### config.mk
export PLATFORM = sky130hd
export DESIGN_NAME = msb_first_bit_reader_top
export DESIGN_NICKNAME = d
export VERILOG_FILES = /design/src/hdl/mfbr_pkg.sv /design/src/hdl/mfbr_fifo.sv /design/src/hdl/mfbr_front.sv /design/src/hdl/mfbr_back.sv /design/src/hdl/msb_first_bit_reader_top.sv
export SDC_FILE = /design/constraint.sdc
export NUM_CORES = 1
export LEC_CHECK = 0
export BUFFER_PORTS_ARGS = -buffer_cell sky130_fd_sc_hd__buf_4
export CAP_MARGIN = 20
export CORE_MARGIN = 2
export CORE_UTILIZATION = 55
export CTS_BUF_LIST = sky130_fd_sc_hd__clkbuf_4
export DETAILED_ROUTE_END_ITERATION = 16
export PLACE_DENSITY = 0.8
export SLEW_MARGIN = 20
export SYNTH_ARGS = -nofsm -noshare
export SYNTH_HDL_FRONTEND = slang
export SYNTH_SLANG_ARGS = --single-unit
### constraint.sdc
create_clock -name clock -period 5.4 [get_ports clock]
set_input_delay 0.81 -clock clock [delete_from_list [all_inputs] [get_ports clock]]
set_output_delay 0.81 -clock clock [all_outputs]
set_load 0.005 [all_outputs]
### src/hdl/mfbr_pkg.sv
// Shared types and constants of the MSB-first bit reader.
// Used by the front end, back end and top level; depends on nothing else.
package mfbr_pkg;

   localparam logic [1:0] OP_PUSH  = 2'd0;
   localparam logic [1:0] OP_READ  = 2'd1;
   localparam logic [1:0] OP_CLEAR = 2'd2;

   localparam logic [1:0] ST_OK        = 2'd0;
   localparam logic [1:0] ST_UNDERFLOW = 2'd1;
   localparam logic [1:0] ST_FULL      = 2'd2;
   localparam logic [1:0] ST_WIDE      = 2'd3;

   localparam logic [5:0] MAX_BITS = 6'd32;

   localparam int CMD_Q_DEPTH = 2;
   localparam int RSP_Q_DEPTH = 4;
   localparam int RSP_LEVEL_W = $clog2(RSP_Q_DEPTH + 1);

   typedef enum logic [2:0] {
      CMD_PUSH,
      CMD_READ,
      CMD_CLEAR,
      CMD_NOP,
      CMD_WIDE
   } cmd_kind_type;

   typedef enum logic [1:0] {
      MODE_NONE,
      MODE_SHORT,
      MODE_LONG,
      MODE_CLEAR
   } exec_mode_type;

   typedef struct packed {
      cmd_kind_type kind;
      logic [7:0]   byte_in;
      logic [5:0]   num_bits;
   } cmd_type;

   typedef struct packed {
      exec_mode_type mode;
      logic [1:0]    status;
      logic [5:0]    shift;
      logic [5:0]    num_bits;
      logic [2:0]    nbytes;
      logic [1:0]    lane;
      logic [2:0]    bits_to_align;
   } stage_type;

   typedef struct packed {
      logic [31:0] field_value;
      logic [1:0]  status;
      logic [2:0]  bits_to_align;
   } rsp_type;

endpackage

### src/hdl/mfbr_fifo.sv
// Small flop-based queue with push/pop handshake and a fill level.
// Used for the command queue and the result queue; no package dependency.
module mfbr_fifo #(
   parameter int WIDTH = 8,
   parameter int DEPTH = 4
) (
   input  logic                       clock,
   input  logic                       reset,
   input  logic                       push,
   input  logic [WIDTH-1:0]           wr_data,
   input  logic                       pop,
   output logic [WIDTH-1:0]           rd_data,
   output logic                       full,
   output logic                       empty,
   output logic [$clog2(DEPTH+1)-1:0] level
);

   localparam int AW = $clog2(DEPTH);
   localparam int CW = $clog2(DEPTH + 1);

   logic [WIDTH-1:0] mem_ff [DEPTH];
   logic [AW-1:0]    wr_ptr_ff, wr_ptr_in;
   logic [AW-1:0]    rd_ptr_ff, rd_ptr_in;
   logic [CW-1:0]    count_ff, count_in;
   logic             wr_en, rd_en;

   assign full    = (count_ff == CW'(DEPTH));
   assign empty   = (count_ff == '0);
   assign level   = count_ff;
   assign rd_data = mem_ff[rd_ptr_ff];
   assign wr_en   = push && !full;
   assign rd_en   = pop && !empty;

   always_comb begin
      wr_ptr_in = wr_ptr_ff;
      rd_ptr_in = rd_ptr_ff;
      count_in  = count_ff;
      if (wr_en) begin
         wr_ptr_in = (wr_ptr_ff == AW'(DEPTH - 1)) ? '0 : wr_ptr_ff + 1'b1;
      end
      if (rd_en) begin
         rd_ptr_in = (rd_ptr_ff == AW'(DEPTH - 1)) ? '0 : rd_ptr_ff + 1'b1;
      end
      if (wr_en && !rd_en) begin
         count_in = count_ff + 1'b1;
      end else if (rd_en && !wr_en) begin
         count_in = count_ff - 1'b1;
      end
   end

   always_ff @(posedge clock) begin
      if (reset) begin
         wr_ptr_ff <= '0;
         rd_ptr_ff <= '0;
         count_ff  <= '0;
      end else begin
         wr_ptr_ff <= wr_ptr_in;
         rd_ptr_ff <= rd_ptr_in;
         count_ff  <= count_in;
      end
   end

   always_ff @(posedge clock) begin
      if (wr_en) begin
         mem_ff[wr_ptr_ff] <= wr_data;
      end
   end

endmodule

### src/hdl/mfbr_front.sv
// Front end: accepts items, classifies them into commands, and queues them.
// Depends on mfbr_pkg and mfbr_fifo.
module mfbr_front (
   input  logic              clock,
   input  logic              reset,
   input  logic              push,
   output logic              full,
   input  logic [1:0]        opcode,
   input  logic [7:0]        byte_in,
   input  logic [5:0]        num_bits,
   output logic              cmd_valid,
   output mfbr_pkg::cmd_type cmd,
   input  logic              cmd_pop
);

   mfbr_pkg::cmd_type cmd_new;
   logic [$bits(mfbr_pkg::cmd_type)-1:0] cmd_bits;
   logic cmd_empty;
   logic [$clog2(mfbr_pkg::CMD_Q_DEPTH+1)-1:0] cmd_level;

   always_comb begin
      cmd_new.byte_in  = byte_in;
      cmd_new.num_bits = num_bits;
      case (opcode)
         mfbr_pkg::OP_PUSH: begin
            cmd_new.kind = mfbr_pkg::CMD_PUSH;
         end
         mfbr_pkg::OP_READ: begin
            cmd_new.kind = (num_bits > mfbr_pkg::MAX_BITS) ? mfbr_pkg::CMD_WIDE
                                                            : mfbr_pkg::CMD_READ;
         end
         mfbr_pkg::OP_CLEAR: begin
            cmd_new.kind = mfbr_pkg::CMD_CLEAR;
         end
         default: begin
            cmd_new.kind = mfbr_pkg::CMD_NOP;
         end
      endcase
   end

   mfbr_fifo #(
      .WIDTH($bits(mfbr_pkg::cmd_type)),
      .DEPTH(mfbr_pkg::CMD_Q_DEPTH)
   ) u_cmd_q (
      .clock  (clock),
      .reset  (reset),
      .push   (push),
      .wr_data(cmd_new),
      .pop    (cmd_pop),
      .rd_data(cmd_bits),
      .full   (full),
      .empty  (cmd_empty),
      .level  (cmd_level)
   );

   assign cmd       = mfbr_pkg::cmd_type'(cmd_bits);
   assign cmd_valid = !cmd_empty && (cmd_level != '0);

endmodule

### src/hdl/mfbr_back.sv
// Back end: byte buffer in four banks, held-bit bookkeeping and field assembly.
// Depends on mfbr_pkg.
module mfbr_back #(
   parameter int BUF_DEPTH = 16
) (
   input  logic                                clock,
   input  logic                                reset,
   input  logic                                cmd_valid,
   input  mfbr_pkg::cmd_type                   cmd,
   output logic                                cmd_pop,
   input  logic [mfbr_pkg::RSP_LEVEL_W-1:0]    rsp_level,
   output logic                                rsp_push,
   output mfbr_pkg::rsp_type                   rsp_item
);

   localparam int ROWS  = (BUF_DEPTH + 3) / 4;
   localparam int ROW_W = (ROWS > 1) ? $clog2(ROWS) : 1;
   localparam int CNT_W = $clog2(BUF_DEPTH + 1);
   localparam int LVL_W = mfbr_pkg::RSP_LEVEL_W + 1;

   logic [2:0]       hc_ff, hc_in;
   logic [ROW_W-1:0] rrow_ff, rrow_in, wrow_ff, wrow_in, rrow_next;
   logic [1:0]       rlane_ff, rlane_in, wlane_ff, wlane_in;
   logic [CNT_W-1:0] count_ff, count_in;
   logic             b_valid_ff;
   mfbr_pkg::stage_type stage_ff, stage_in;
   logic [7:0]       held_byte_ff, held_byte_in;
   logic [7:0]       bank_q_ff [4];
   logic             wr_en;
   logic             fire;
   logic [5:0]       rest;
   logic [2:0]       nbytes;
   logic [2:0]       lane_sum;
   logic [7:0]       bytes [4];
   logic [39:0]      window;
   logic [39:0]      shifted;
   logic [32:0]      mask;

   assign fire = cmd_valid && ((LVL_W'(rsp_level) + LVL_W'(b_valid_ff))
                               < LVL_W'(mfbr_pkg::RSP_Q_DEPTH));
   assign cmd_pop = fire;
   assign rrow_next = (rrow_ff == ROW_W'(ROWS - 1)) ? '0 : rrow_ff + 1'b1;

   always_comb begin
      hc_in    = hc_ff;
      rrow_in  = rrow_ff;
      rlane_in = rlane_ff;
      wrow_in  = wrow_ff;
      wlane_in = wlane_ff;
      count_in = count_ff;
      wr_en    = 1'b0;
      rest     = cmd.num_bits - {3'b000, hc_ff};
      nbytes   = 3'((rest - 6'd1) >> 3) + 3'd1;
      lane_sum = {1'b0, rlane_ff} + nbytes;
      stage_in.mode     = mfbr_pkg::MODE_NONE;
      stage_in.status   = mfbr_pkg::ST_OK;
      stage_in.shift    = 6'd32 + {3'b000, hc_ff} - cmd.num_bits;
      stage_in.num_bits = cmd.num_bits;
      stage_in.nbytes   = nbytes;
      stage_in.lane     = rlane_ff;
      case (cmd.kind)
         mfbr_pkg::CMD_PUSH: begin
            if (count_ff == CNT_W'(BUF_DEPTH)) begin
               stage_in.status = mfbr_pkg::ST_FULL;
            end else begin
               wr_en    = 1'b1;
               count_in = count_ff + 1'b1;
               wlane_in = wlane_ff + 2'd1;
               if (wlane_ff == 2'd3) begin
                  wrow_in = (wrow_ff == ROW_W'(ROWS - 1)) ? '0 : wrow_ff + 1'b1;
               end
            end
         end
         mfbr_pkg::CMD_READ: begin
            if (cmd.num_bits <= {3'b000, hc_ff}) begin
               stage_in.mode = mfbr_pkg::MODE_SHORT;
               hc_in = hc_ff - cmd.num_bits[2:0];
            end else if (count_ff < CNT_W'(nbytes)) begin
               stage_in.status = mfbr_pkg::ST_UNDERFLOW;
            end else begin
               stage_in.mode = mfbr_pkg::MODE_LONG;
               hc_in    = 3'(6'd0 - rest);
               count_in = count_ff - CNT_W'(nbytes);
               rlane_in = lane_sum[1:0];
               if (lane_sum[2]) begin
                  rrow_in = rrow_next;
               end
            end
         end
         mfbr_pkg::CMD_CLEAR: begin
            stage_in.mode = mfbr_pkg::MODE_CLEAR;
            hc_in    = '0;
            rrow_in  = '0;
            rlane_in = '0;
            wrow_in  = '0;
            wlane_in = '0;
            count_in = '0;
         end
         mfbr_pkg::CMD_WIDE: begin
            stage_in.status = mfbr_pkg::ST_WIDE;
         end
         default: begin
            stage_in.mode = mfbr_pkg::MODE_NONE;
         end
      endcase
      stage_in.bits_to_align = hc_in;
   end

   always_ff @(posedge clock) begin
      if (reset) begin
         hc_ff        <= '0;
         rrow_ff      <= '0;
         rlane_ff     <= '0;
         wrow_ff      <= '0;
         wlane_ff     <= '0;
         count_ff     <= '0;
         b_valid_ff   <= 1'b0;
         held_byte_ff <= '0;
      end else begin
         b_valid_ff <= fire;
         if (fire) begin
            hc_ff    <= hc_in;
            rrow_ff  <= rrow_in;
            rlane_ff <= rlane_in;
            wrow_ff  <= wrow_in;
            wlane_ff <= wlane_in;
            count_ff <= count_in;
         end
         if (b_valid_ff) begin
            held_byte_ff <= held_byte_in;
         end
      end
   end

   always_ff @(posedge clock) begin
      if (fire) begin
         stage_ff <= stage_in;
      end
   end

   // Bank b holds the bytes whose buffer position is b modulo four.
   for (genvar b = 0; b < 4; b++) begin : g_bank
      logic [7:0]       mem [ROWS];
      logic [ROW_W-1:0] rd_row;

      assign rd_row = (2'(b) < rlane_ff) ? rrow_next : rrow_ff;

      always_ff @(posedge clock) begin
         if (fire && wr_en && (wlane_ff == 2'(b))) begin
            mem[wrow_ff] <= cmd.byte_in;
         end
         if (fire) begin
            bank_q_ff[b] <= mem[rd_row];
         end
      end
   end

   always_comb begin
      for (int j = 0; j < 4; j++) begin
         bytes[j] = bank_q_ff[stage_ff.lane + 2'(j)];
      end
      window  = {held_byte_ff, bytes[0], bytes[1], bytes[2], bytes[3]};
      shifted = window >> stage_ff.shift;
      mask    = (33'd1 << stage_ff.num_bits) - 33'd1;
      held_byte_in = held_byte_ff;
      rsp_item.field_value   = '0;
      rsp_item.status        = stage_ff.status;
      rsp_item.bits_to_align = stage_ff.bits_to_align;
      case (stage_ff.mode)
         mfbr_pkg::MODE_SHORT: begin
            rsp_item.field_value = shifted[31:0] & mask[31:0];
         end
         mfbr_pkg::MODE_LONG: begin
            rsp_item.field_value = shifted[31:0] & mask[31:0];
            held_byte_in = bytes[stage_ff.nbytes[1:0] - 2'd1];
         end
         mfbr_pkg::MODE_CLEAR: begin
            held_byte_in = '0;
         end
         default: begin
            held_byte_in = held_byte_ff;
         end
      endcase
   end

   assign rsp_push = b_valid_ff;

endmodule

### src/hdl/msb_first_bit_reader_top.sv
// Top level of the MSB-first bit reader: front end, back end and result queue.
// Depends on mfbr_pkg, mfbr_front, mfbr_back and mfbr_fifo.
//
// The reader takes one item per clock cycle while req_full is low: a byte push,
// a field read of 0 to 32 bits (a wider one gets ST_WIDE), a clear or a no-op,
// and returns exactly one result per item. The back end keeps the byte buffer
// in four banks so a read pulls up to four bytes at once; held-bit bookkeeping
// finishes as a command issues and the field is assembled in the following
// cycle. A command queue of two entries and a result queue of four entries let
// both sides stall independently; full rises only when both queues are backed
// up.
module msb_first_bit_reader_top #(
   parameter int BUF_DEPTH = 16
) (
   input  logic        clock,
   input  logic        reset,
   input  logic        req_push,
   output logic        req_full,
   input  logic [1:0]  req_opcode,
   input  logic [7:0]  req_byte_in,
   input  logic [5:0]  req_num_bits,
   output logic        rsp_empty,
   input  logic        rsp_pop,
   output logic [31:0] rsp_field_value,
   output logic [1:0]  rsp_status,
   output logic [2:0]  rsp_bits_to_align
);

   logic              cmd_valid;
   logic              cmd_pop;
   mfbr_pkg::cmd_type cmd;
   logic              rsp_push;
   mfbr_pkg::rsp_type rsp_item;
   mfbr_pkg::rsp_type rsp_head;
   logic [$bits(mfbr_pkg::rsp_type)-1:0] rsp_bits;
   logic              rsp_q_full;
   logic [mfbr_pkg::RSP_LEVEL_W-1:0] rsp_level;

   mfbr_front u_front (
      .clock    (clock),
      .reset    (reset),
      .push     (req_push),
      .full     (req_full),
      .opcode   (req_opcode),
      .byte_in  (req_byte_in),
      .num_bits (req_num_bits),
      .cmd_valid(cmd_valid),
      .cmd      (cmd),
      .cmd_pop  (cmd_pop)
   );

   mfbr_back #(
      .BUF_DEPTH(BUF_DEPTH)
   ) u_back (
      .clock    (clock),
      .reset    (reset),
      .cmd_valid(cmd_valid),
      .cmd      (cmd),
      .cmd_pop  (cmd_pop),
      .rsp_level(rsp_level),
      .rsp_push (rsp_push),
      .rsp_item (rsp_item)
   );

   mfbr_fifo #(
      .WIDTH($bits(mfbr_pkg::rsp_type)),
      .DEPTH(mfbr_pkg::RSP_Q_DEPTH)
   ) u_rsp_q (
      .clock  (clock),
      .reset  (reset),
      .push   (rsp_push),
      .wr_data(rsp_item),
      .pop    (rsp_pop),
      .rd_data(rsp_bits),
      .full   (rsp_q_full),
      .empty  (rsp_empty),
      .level  (rsp_level)
   );

   assign rsp_head          = mfbr_pkg::rsp_type'(rsp_bits);
   assign rsp_field_value   = rsp_head.field_value;
   assign rsp_status        = rsp_head.status;
   assign rsp_bits_to_align = rsp_head.bits_to_align;

   a_no_rsp_overflow : assert property (@(posedge clock) disable iff (reset)
      rsp_push |-> !rsp_q_full)
      else $error("Result queue written while full.");

   a_issue_gives_result : assert property (@(posedge clock) disable iff (reset)
      cmd_pop |=> rsp_push)
      else $error("Issued command produced no result.");

   a_error_zero_value : assert property (@(posedge clock) disable iff (reset)
      (!rsp_empty && (rsp_status != mfbr_pkg::ST_OK)) |-> (rsp_field_value == 32'd0))
      else $error("Failed transfer carries a nonzero field value.");

endmodule

# Yosys cells after proc, flatten, opt, wreduce, memory -nomap -nowiden
# Memory sizes are Yosys's and may differ from the RTL's. A register that Yosys moved wholly into a read port is not among the register bits.
# Cells that the tools add are included.
# W data, S select, Z words.
dict set report totals {
  ff_bits 59
  ramBits 342
  in_bits 20
  word_cells 201
  mem_count 7
}
dict set report op_classes {
  addsub 27
  order_cmp 9
  eq_ne 23
  n_shift 2
  n_mux 68
  bitwise_logic 2
  n_reduce_logical 42
}
# memory words width rd rd_ports_with_merged_regs wr line
set mem_list {}
lappend mem_list {u_rsp_q.mem_ff 4 37 1 1 1 mfbr_fifo.sv:21} ;# logic [WIDTH-1:0] mem_ff [DEPTH];
lappend mem_list {u_front.u_cmd_q.mem_ff 2 17 1 1 1 mfbr_fifo.sv:21}
lappend mem_list {u_back.bank_q_ff 4 8 4 1 4 mfbr_back.sv:28} ;# logic [7:0] bank_q_ff [4];
lappend mem_list {{u_back.g_bank[0].mem} 4 8 1 0 1 mfbr_back.sv:143} ;# logic [7:0] mem [ROWS];
lappend mem_list {{u_back.g_bank[1].mem} 4 8 1 0 1 mfbr_back.sv:143}
lappend mem_list {{u_back.g_bank[2].mem} 4 8 1 0 1 mfbr_back.sv:143}
lappend mem_list {{1 more memories} n/a n/a n/a n/a n/a n/a}
# operator count
set op_table {}
lappend op_table {{$mux W2} 25}
lappend op_table {{$shr A40 B6 Y32} 1}
lappend op_table {{$and A32 B32 Y32} 1}
lappend op_table {{$mux W32} 1}
lappend op_table {{$shl A1 B6 Y32 const A} 1}
lappend op_table {{$sub A32 B1 Y32 const B} 1}
lappend op_table {{$mux W1} 21}
lappend op_table {{$eq A2 B2 Y1 const B} 10}
lappend op_table {{$pmux W2 S2} 5}
lappend op_table {{$bmux W8 S2} 1}
lappend op_table {{$mux W8} 2}
lappend op_table {{$pmux W8 S2} 1}
lappend op_table {{$logic_and A1 B1 Y1} 15}
lappend op_table {{$mux W3} 5}
lappend op_table {{$mux W5} 3}
lappend op_table {{$pmux W5 S3} 1}
lappend op_table {{$add A2 B1 Y2 const B} 7}
lappend op_table {{$reduce_bool A2 Y1} 6}
lappend op_table {{$reduce_and A5 Y1} 2}
lappend op_table {{$pmux W3 S3} 1}
lappend op_table {{$logic_not A1 Y1} 8}
lappend op_table {{$reduce_and A4 Y1} 2}
lappend op_table {{$add A3 B1 Y3 const B} 2}
lappend op_table {{$add A6 B3 Y6 const A} 1}
lappend op_table {{other kinds (36)} 50}

# Longest topological paths before layout
# Gate-level depths: netlist (run 1).
dict set report logic_depth {
  word_depth 8
  ltp_mapped 23
}

# Hierarchy
# From an unflattened synthesis (run 1), not the netlist that was laid out.
dict set report unflattened {
  cells_unflattened 1357
  area_unflattened_um2 20115.5
}
# module instances cells_per_inst area_each_um2
set modules_own_cells {}
lappend modules_own_cells {mfbr_back 1 1027 12773.5}
lappend modules_own_cells {{mfbr_fifo at u_rsp_q} 1 243 5841.9}
lappend modules_own_cells {{mfbr_fifo at u_front.u_cmd_q} 1 78 1442.6}
lappend modules_own_cells {mfbr_front 1 9 57.6}

# Worst setup path after synthesis (run 1)
# No wires, ideal clock.
dict set report synth_timing {
  path_kind {register to register}
  from {register with a tool-made name}
  to {register u_back.stage_ff, in the netlist u_back.rsp_item[1] (data pin)}
  arrival_time_ns 4.648
  required_time_ns 5.143
  setup_slack_ns 0.495
  path_stages_with_launch 23
  path_cell_list {dfxtp_1 -> buf_6 -> buf_6 -> clkbuf_1 -> mux2i_1 -> inv_1 -> ha_1 -> a21oi_1 -> nand2_1 -> nand3_1 -> xnor2_1 -> a21oi_1 -> xnor2_1 -> ha_1 -> xnor2_2 -> xnor2_2 -> xnor2_1 -> ha_1 -> a211o_1 -> or2_2 -> a21oi_4 -> mux2i_1 -> a32o_1}
}
# item line
set synth_rtl {}
lappend synth_rtl {{end signal: assignment} mfbr_back.sv:137} ;# stage_ff <= stage_in;
lappend synth_rtl {{end: declaration} mfbr_back.sv:26} ;# mfbr_pkg::stage_type stage_ff, stage_in;

==> impl_metrics.csv, run 1 <==
group,metric,value,unit
status,outcome,"finished clean",
timing,skew,0.0799,ns
critical_path,critPathKind,"flip-flop to flip-flop",
power,total_power,13.4,mW
power,power_density,611,nW/um2
grt,grt_pass1_wl,66000,um
critical_path,crit_fanout,7,
hold_path,hold_start,"req_byte_in[2]",
die,coreArea,35600,um2
final_layout,fill_cells,2651,
detailed_routing,drc,0,
clock_network,cts.clk_slew.worst_paths,0.06,ns
die,dieArea,37600,um2
synthesis,syn_inst,1351,
grt,gr-total-overflow,0,
timing,holdWs,0.189,ns
place,port_buffers,58,
critical_path,cp.required,5.91,ns
synthesis,yosysWarnings,0,
detailed_routing,num_vias,12200,
die,start_util,55.8,%
power,p_leak,7.68,nW
clock_network,h-tree-depth,3,
flow_run,cap_violations,0,
clock_network,cts_sinks,406,
detailed_routing,routed_via_density,6.12,
synthesis,async_flop_share,0,%
synthesis,synth-seq-cells,406,
timing,maxSlewHeadroom,29.0,%
synthesis,synthFlopType,"edfxtp_1",
grt,grt_pass1_vias,12200,
timing,period_needed,4.84,ns
detailed_routing,routed_wirelength,41500,um
die,num_io_pins,59,
critical_path,reg2reg_depth,19,
clock_network,insertion_delay,0.81,ns
final_layout,nets,1512,
critical_path,end_kind,"flip-flop",
synthesis,synthesis.nets,1411,
critical_path,reg2reg_slack,0.56,ns
die,die_h,194,um
final_layout,regArea,11800,um2
detailed_routing,drt_first_pass_iters,5,
clock_network,postCtsSetupRepairBufs,0,
power,max-vdd-ir-drop,0.345,mV
clock_network,cts_tree,"done",
place,dpl.hpwl,28600,um
critical_path,reg2reg_to,"u_back.rsp_item[1]",
timing,finalSetupTns,0,ns
die,rows,69,
critical_path,start_kind,"flip-flop",
critical_path,endpoint,"u_back.rsp_item[1]",
detailed_routing,drtAntennaViolNets,0,
timing,setup_viol,0,
die,die_x,194,um
synthesis,avgSynthCellArea,14.7,um2
timing,min_period_over_period,89.6,%
timing,maxSlewViolCount,0,
clock_network,clockRootBuffer,"clkbuf_4",
grt,track_usage,22.4,%
clock_network,numCtsBuffers,99,
clock_network,cts_buffer_depth,3,
final_layout,syn_to_final_growth,10.6,%
grt,antenna_found_initial,2,
final_layout,drive_above_1_share,28.3,%
final_layout,multi_input_area,7570,um2
timing,rsz0062_at_grt,"no",
timing,final-hold-violation-count,0,
hold_path,hp-class,"primary input to flip-flop",
timing,max_freq,207,MHz
timing,tightest_slew,1.04,ns
place,place_congestion,0.927,
synthesis,synth_cell_type_count,71,
critical_path,cp.arrival,5.35,ns
synthesis,yosysSeqAreaShare,59.4,%
synthesis,synth_edf_count,365,
detailed_routing,first_iter_violations,1090,
detailed_routing,route.detailed.wl_per_inst,20.9,um
grt,grt_max_degree,62,
synthesis,netlist_area,19800,um2
==> per-layer routing <==
metal | vias up | track usage (%) | routed length (um)
met1 | 6019 | 30.0 | 17100
met3 | 68 | 4.57 | 2840
met2 | 520 | 37.0 | 20700
met5 | - | 0 | 0
met4 | 0 | 7.63 | 860
li1 | 5548 | - | -
==> layout by cell type, fill, tap and decap left out, types with 9 or more instances in the layout <==
cell type	instances
edfxtp_1	365
clkbuf_4	142
mux4_2	107
nor2_1	102
mux2i_1	83
buf_4	78
nand2_1	72
a21oi_1	65
o21ai_0	62
mux2_2	59
dfxtp_1	40
inv_1	34
ha_1	34
nor3_1	24
and3_1	23
clkinv_1	17
nand3_1	15
xnor2_1	13
or2_2	10
and2_1	10
a22oi_1	10
or3_1	9
==> kinds of logic after synthesis <==
group	Yosys count	share of synthesized area, %
buf+inv	117	2.50
xor+xnor	27	1.54
compound gates	214	6.89
flops	406	59.4
fa+ha+maj	40	2.75
simple gates	296	7.01
mux	251	19.9
==> critical path, cell delays in order, from the launching register on <==
cell     delay, ns
dfxtp_1       0.42
mux2i_1       0.41
inv_1         0.20
ha_1          0.24
a21oi_1       0.24
nand2_1       0.18
nand3_1       0.13
xnor2_1       0.12
a21oi_1       0.09
xnor2_1       0.15
ha_1          0.21
xnor2_2       0.16
xnor2_2       0.31
xnor2_1       0.17
ha_1          0.27
a211o_1       0.27
or2_2         0.34
a21oi_4       0.25
mux2i_1       0.15
a32o_1        0.28
==> repair_timing <==
action | CTS | global route
hold buffers | 0 | 0
gates resized for setup | 0 | 1
endpoints found under the setup margin | 0 | 1
==> power by group <==
part	internal, mW	switching (mW)
clock	1.31	1.15
combinational	2.70	3.42
sequential	4.26	0.555
==> worst min-delay path by stage <==
stage / end / slack (ns) / depth (start not counted)
finish: u_front.u_cmd_q.mem_ff[0][8] / 0.19 / 1
global route: u_front.u_cmd_q.mem_ff[0][8] / 0.12 / 1
CTS: u_front.u_cmd_q.mem_ff[0][8] / 0.1 / 1
detailed placement: u_back.held_byte_ff[5] / 0.47 / 2
global placement: u_back.held_byte_ff[5] / 0.46 / 2
floorplan: u_back.stage_ff[4] / 0.41 / 0
==> metrics by stage <==
| step | std cells | utilization, % | area (um2) | worst slack [ns] |
|---|---|---|---|---|
| finish | 1985 | 61.7 | 21900 | 0.561 |
| global route | 1985 | 61.7 | 21900 | 0.158 |
| CTS | 1982 | 61.6 | 21900 | 0.508 |
| detailed placement | 1811 | 58.1 | 20600 | 0.530 |
| global placement | 1811 | 58.0 | 20600 | 0.676 |
| floorplan | 1351 | - | 19800 | 0.495 |
==> sequential cells by signal, indices dropped and copies added, names as in the netlist, named ones only <==
signal / cells
u_rsp_q.level: 3
u_back.bank_q_ff: 32
u_back.rsp_item: 5
u_back.stage_ff: 18
u_back.rlane_ff: 2
u_front.u_cmd_q.level: 2
u_back.hc_ff: 3
u_back.held_byte_ff: 8
u_rsp_q.rd_ptr_ff: 2
u_rsp_q.mem_ff: 148
u_back.wlane_ff: 2
u_back.g_bank.mem: 128
u_back.rrow_ff: 2
u_back.wrow_ff: 2
u_rsp_q.wr_ptr_ff: 2
u_front.u_cmd_q.wr_ptr_ff: 1
u_back.count_ff: 5
u_back.rsp_push: 1
u_front.u_cmd_q.rd_ptr_ff: 1
u_front.u_cmd_q.mem_ff: 34
==> cell type report <==
cell class / count / share of cell area, %
Clock inverter: 29 / 0.873
Inverter: 38 / 0.650
Antenna cell: 2 / 0.0228
Timing Repair Buffer: 79 / 2.74
Multi-Input combinational cell: 828 / 34.5
Clock buffer: 142 / 4.86
Tap cell: 461 / 2.63
Sequential cell: 406 / 53.7
==> Yosys cell counts (3+ instances only) <==
library cell / count / area, um2
a221oi_1: 4 / 35.0
a2111oi_0: 8 / 70.1
xnor2_1: 13 / 114
o21a_1: 8 / 60.1
clkinv_1: 3 / 11.3
nor2_1: 102 / 383
a211oi_1: 8 / 60.1
or2_2: 10 / 62.6
xor2_1: 8 / 70.1
mux2i_1: 83 / 831
o21ai_1: 3 / 15.0
buf_1: 9 / 33.8
buf_2: 10 / 50.1
ha_1: 34 / 425
o21ai_0: 62 / 310
nor3_1: 24 / 120
and3_1: 23 / 144
a31o_2: 3 / 26.3
nand2_1: 72 / 270
edfxtp_1: 365 / 11000
inv_1: 34 / 128
or3_1: 9 / 56.3
mux4_2: 107 / 2410
a32o_1: 3 / 30.0
a31oi_1: 5 / 31.3
mux2_2: 59 / 664
nand4_1: 3 / 18.8
or4_1: 5 / 37.5
o22ai_1: 4 / 25.0
and2_1: 10 / 62.6
a22oi_1: 10 / 75.1
fa_1: 6 / 120
nor2b_1: 8 / 50.1
o31ai_1: 4 / 30.0
buf_4: 6 / 45.0
clkbuf_1: 51 / 191
a21oi_1: 66 / 330
nor3b_1: 5 / 37.5
dfxtp_1: 41 / 821
buf_6: 3 / 33.8
nand2b_1: 7 / 43.8
nand3_1: 15 / 75.1
No activity file was read; power rests on OpenSTA's default activity.
==> inputs of run 2 (changes only) <==
--- a/config.mk
+++ b/config.mk
@@ -5,6 +5,7 @@
 export SDC_FILE = /design/constraint.sdc
 export NUM_CORES = 1
 export LEC_CHECK = 0
+export ABC_AREA = 1
 export BUFFER_PORTS_ARGS = -buffer_cell sky130_fd_sc_hd__buf_4
 export CAP_MARGIN = 20
 export CORE_MARGIN = 2
==> impl_metrics.csv, run 2 <==
group,metric,value,unit
die,start_util,55.4,%
timing,period_needed,4.73,ns
synthesis,yosysSeqAreaShare,58.5,%
grt,grt_max_degree,75,
power,max-vdd-ir-drop,0.316,mV
detailed_routing,num_vias,15800,
synthesis,synth-simple-area-share,17.9,%
power,p_leak,8.55,nW
detailed_routing,drc,0,
critical_path,cpPeakStageDelay,0.34,ns
timing,final-hold-violation-count,0,
die,die_x,195,um
synthesis,synth_common_cells,"408 x nand2_1, 365 x edfxtp_1, 316 x o21ai_0",
final_layout,reg_top3,"u_rsp_q.mem_ff (148), u_back.g_bank.mem (128), u_front.u_cmd_q.mem_ff (34)",
detailed_routing,routed_via_density,5.69,
place,place_congestion,0.983,
final_layout,top_register,"u_rsp_q.mem_ff",
timing,rsz0062_at_grt,"no",
clock_network,cts_resized,0,
detailed_routing,routed_wirelength,48700,um
timing,finalSetupTns,0,ns
synthesis,synth-seq-cells,406,
synthesis,synthFlopType,"edfxtp_1",
synthesis,yosysWarnings,0,
synthesis,synth_compound_area_share,14.5,%
place,port_buffers,58,
final_layout,syn_to_final_growth,10.5,%
critical_path,path_buf_inv,6,
timing,maxSlewHeadroom,26.9,%
critical_path,cp.required,5.92,ns
timing,max_freq,211,MHz
critical_path,slowest_stage,"dfxtp_1",
timing,setup_viol,0,
clock_network,cts_sinks,406,
clock_network,numCtsBuffers,99,
clock_network,insertion_delay,0.82,ns
grt,antenna_found_initial,2,
detailed_routing,drtAntennaViolNets,0,
critical_path,cp_top_family,"simple AND/OR/NAND/NOR gates",
synthesis,synth_largest_area_cell,"edfxtp_1",
die,die_h,195,um
critical_path,crit_fanout,20,
clock_network,postCtsHoldBufs,0,
grt,grt_pass1_wl,77200,um
clock_network,postCtsSetupRepairBufs,0,
critical_path,cp.arrival,5.25,ns
final_layout,layout_common_cells,"408 x nand2_1, 365 x edfxtp_1, 315 x o21ai_0",
die,dieArea,38100,um2
place,dpl.hpwl,33800,um
grt,gr-total-overflow,0,
die,rows,70,
clock_network,cts_buffer_depth,3,
synthesis,synth-adder-area-share,2.71,%
critical_path,critPathKind,"flip-flop to flip-flop",
detailed_routing,first_iter_violations,1490,
die,num_io_pins,59,
status,outcome,"finished clean",
synthesis,yosysMostFrequentCell,"nand2_1",
synthesis,synth_mux_area_share,0.348,%
critical_path,start_kind,"flip-flop",
final_layout,final_core_util,61.2,%
synthesis,yosys.area.top_type_share,54.4,%
synthesis,synthesis.nets,2198,
timing,min_period_over_period,87.7,%
final_layout,nets,2281,
final_layout,drive_above_1_share,12.9,%
detailed_routing,drt_first_pass_iters,7,
synthesis,synth_top_family_by_area,"simple AND/OR/NAND/NOR gates",
grt,track_usage,25.6,%
hold_path,hp-class,"primary input to flip-flop",
synthesis,netlist_area,20100,um2
flow_run,cap_violations,0,
clock_network,h-tree-depth,3,
synthesis,synth_edf_count,365,
synthesis,synth_cell_type_count,55,
timing,skew,0.0618,ns
final_layout,layout_commonest_cell,"nand2_1",
critical_path,cp_common_cell,"nand2_1",
clock_network,cts_tree,"done",
detailed_routing,route.detailed.wl_per_inst,17.6,um
synthesis,syn_inst,2138,
critical_path,end_kind,"flip-flop",
synthesis,yosys-top-cells-area,"edfxtp_1 54%, o21ai_0 7.9%, nand2_1 7.6%",
power,power_density,642,nW/um2
clock_network,clockRootBuffer,"clkbuf_4",
die,coreArea,36300,um2
synthesis,avgSynthCellArea,9.42,um2
timing,maxSlewViolCount,0,
grt,grt_pass1_vias,15000,
synthesis,synth_xor_area_share,0.870,%
clock_network,cts.clk_slew.worst_paths,0.07,ns
final_layout,largest_reg_flops,148,
synthesis,async_flop_share,0,%
timing,tightest_slew,1.09,ns
-- run 2: changes by cell type after synthesis, sizes merged, moves of 13 or more --
cell	change
and3	-22
nand3	+99
inv	+138
nand2	+343
o22ai	+70
o211ai	+15
nor2	+172
mux2	-59
clkbuf	+26
o21ai	+263
mux4	-107
mux2i	-78
nor3	-13
or2	+21
-- run 2: per-layer routing --
| metal | global-route usage, % | routed length, um | vias up |
|---|---|---|---|
| met5 | 0 | 0 | - |
| met4 | 10.7 | 1470 | 0 |
| met3 | 4.87 | 3240 | 104 |
| met2 | 42.2 | 23300 | 599 |
| met1 | 33.5 | 20700 | 7396 |
| li1 | - | - | 7684 |
-- run 2: cells by family after synthesis --
| family | Yosys count |
|---|---|
| xor+xnor | 20 |
| buf+inv | 270 |
| mux | 7 |
| compound gates | 530 |
| fa+ha+maj | 40 |
| simple gates | 865 |
| flops | 406 |
-- run 2: path summary, 6_finish.rpt --
check / startpoint / to / slack [ns] / depth (start not counted)
setup / recovery: flip-flop / u_back.rsp_item[1] / 0.67 / 29
hold / removal: req_byte_in[1] / u_front.u_cmd_q.mem_ff[1][7] / 0.20 / 1
setup reg to reg: flip-flop / u_back.rsp_item[1] / 0.67 / 29
hold reg to reg: u_front.u_cmd_q.rd_ptr_ff / u_front.u_cmd_q.rd_ptr_ff / 0.46 / 1
-- run 2: through the flow --
stage               area, um2  hold slack [ns]  worst slack (ns)  cells  total power [mW]
floorplan               20100            0.406              1.03   2138              9.52
global route            22200            0.129            0.0870   2772              15.4
CTS                     22200            0.139             0.649   2770              14.2
finish                  22200            0.200             0.667   2773              14.3
global placement        20900            0.439             0.770   2588              11.5
detailed placement      20900            0.452             0.687   2588              11.7
-- run 2: power breakdown --
group          internal, mW  switching, mW  leakage, nW  total [mW]
logic                  2.12           4.86         4.09        6.98
clock network          1.31           1.19        0.755        2.49
registers              4.40          0.400         3.70        4.80
total                  7.83           6.44         8.55        14.3
-- run 2: cell type report --
class,instances,area [um2]
diodes,3,7.51
well taps,468,586
flip-flops and latches,406,11800
clock buffers,148,1110
multi-input cells,1462,7350
repair buffers,76,571
clock inverters,34,173
fillers,2972,14100
inverters,176,664
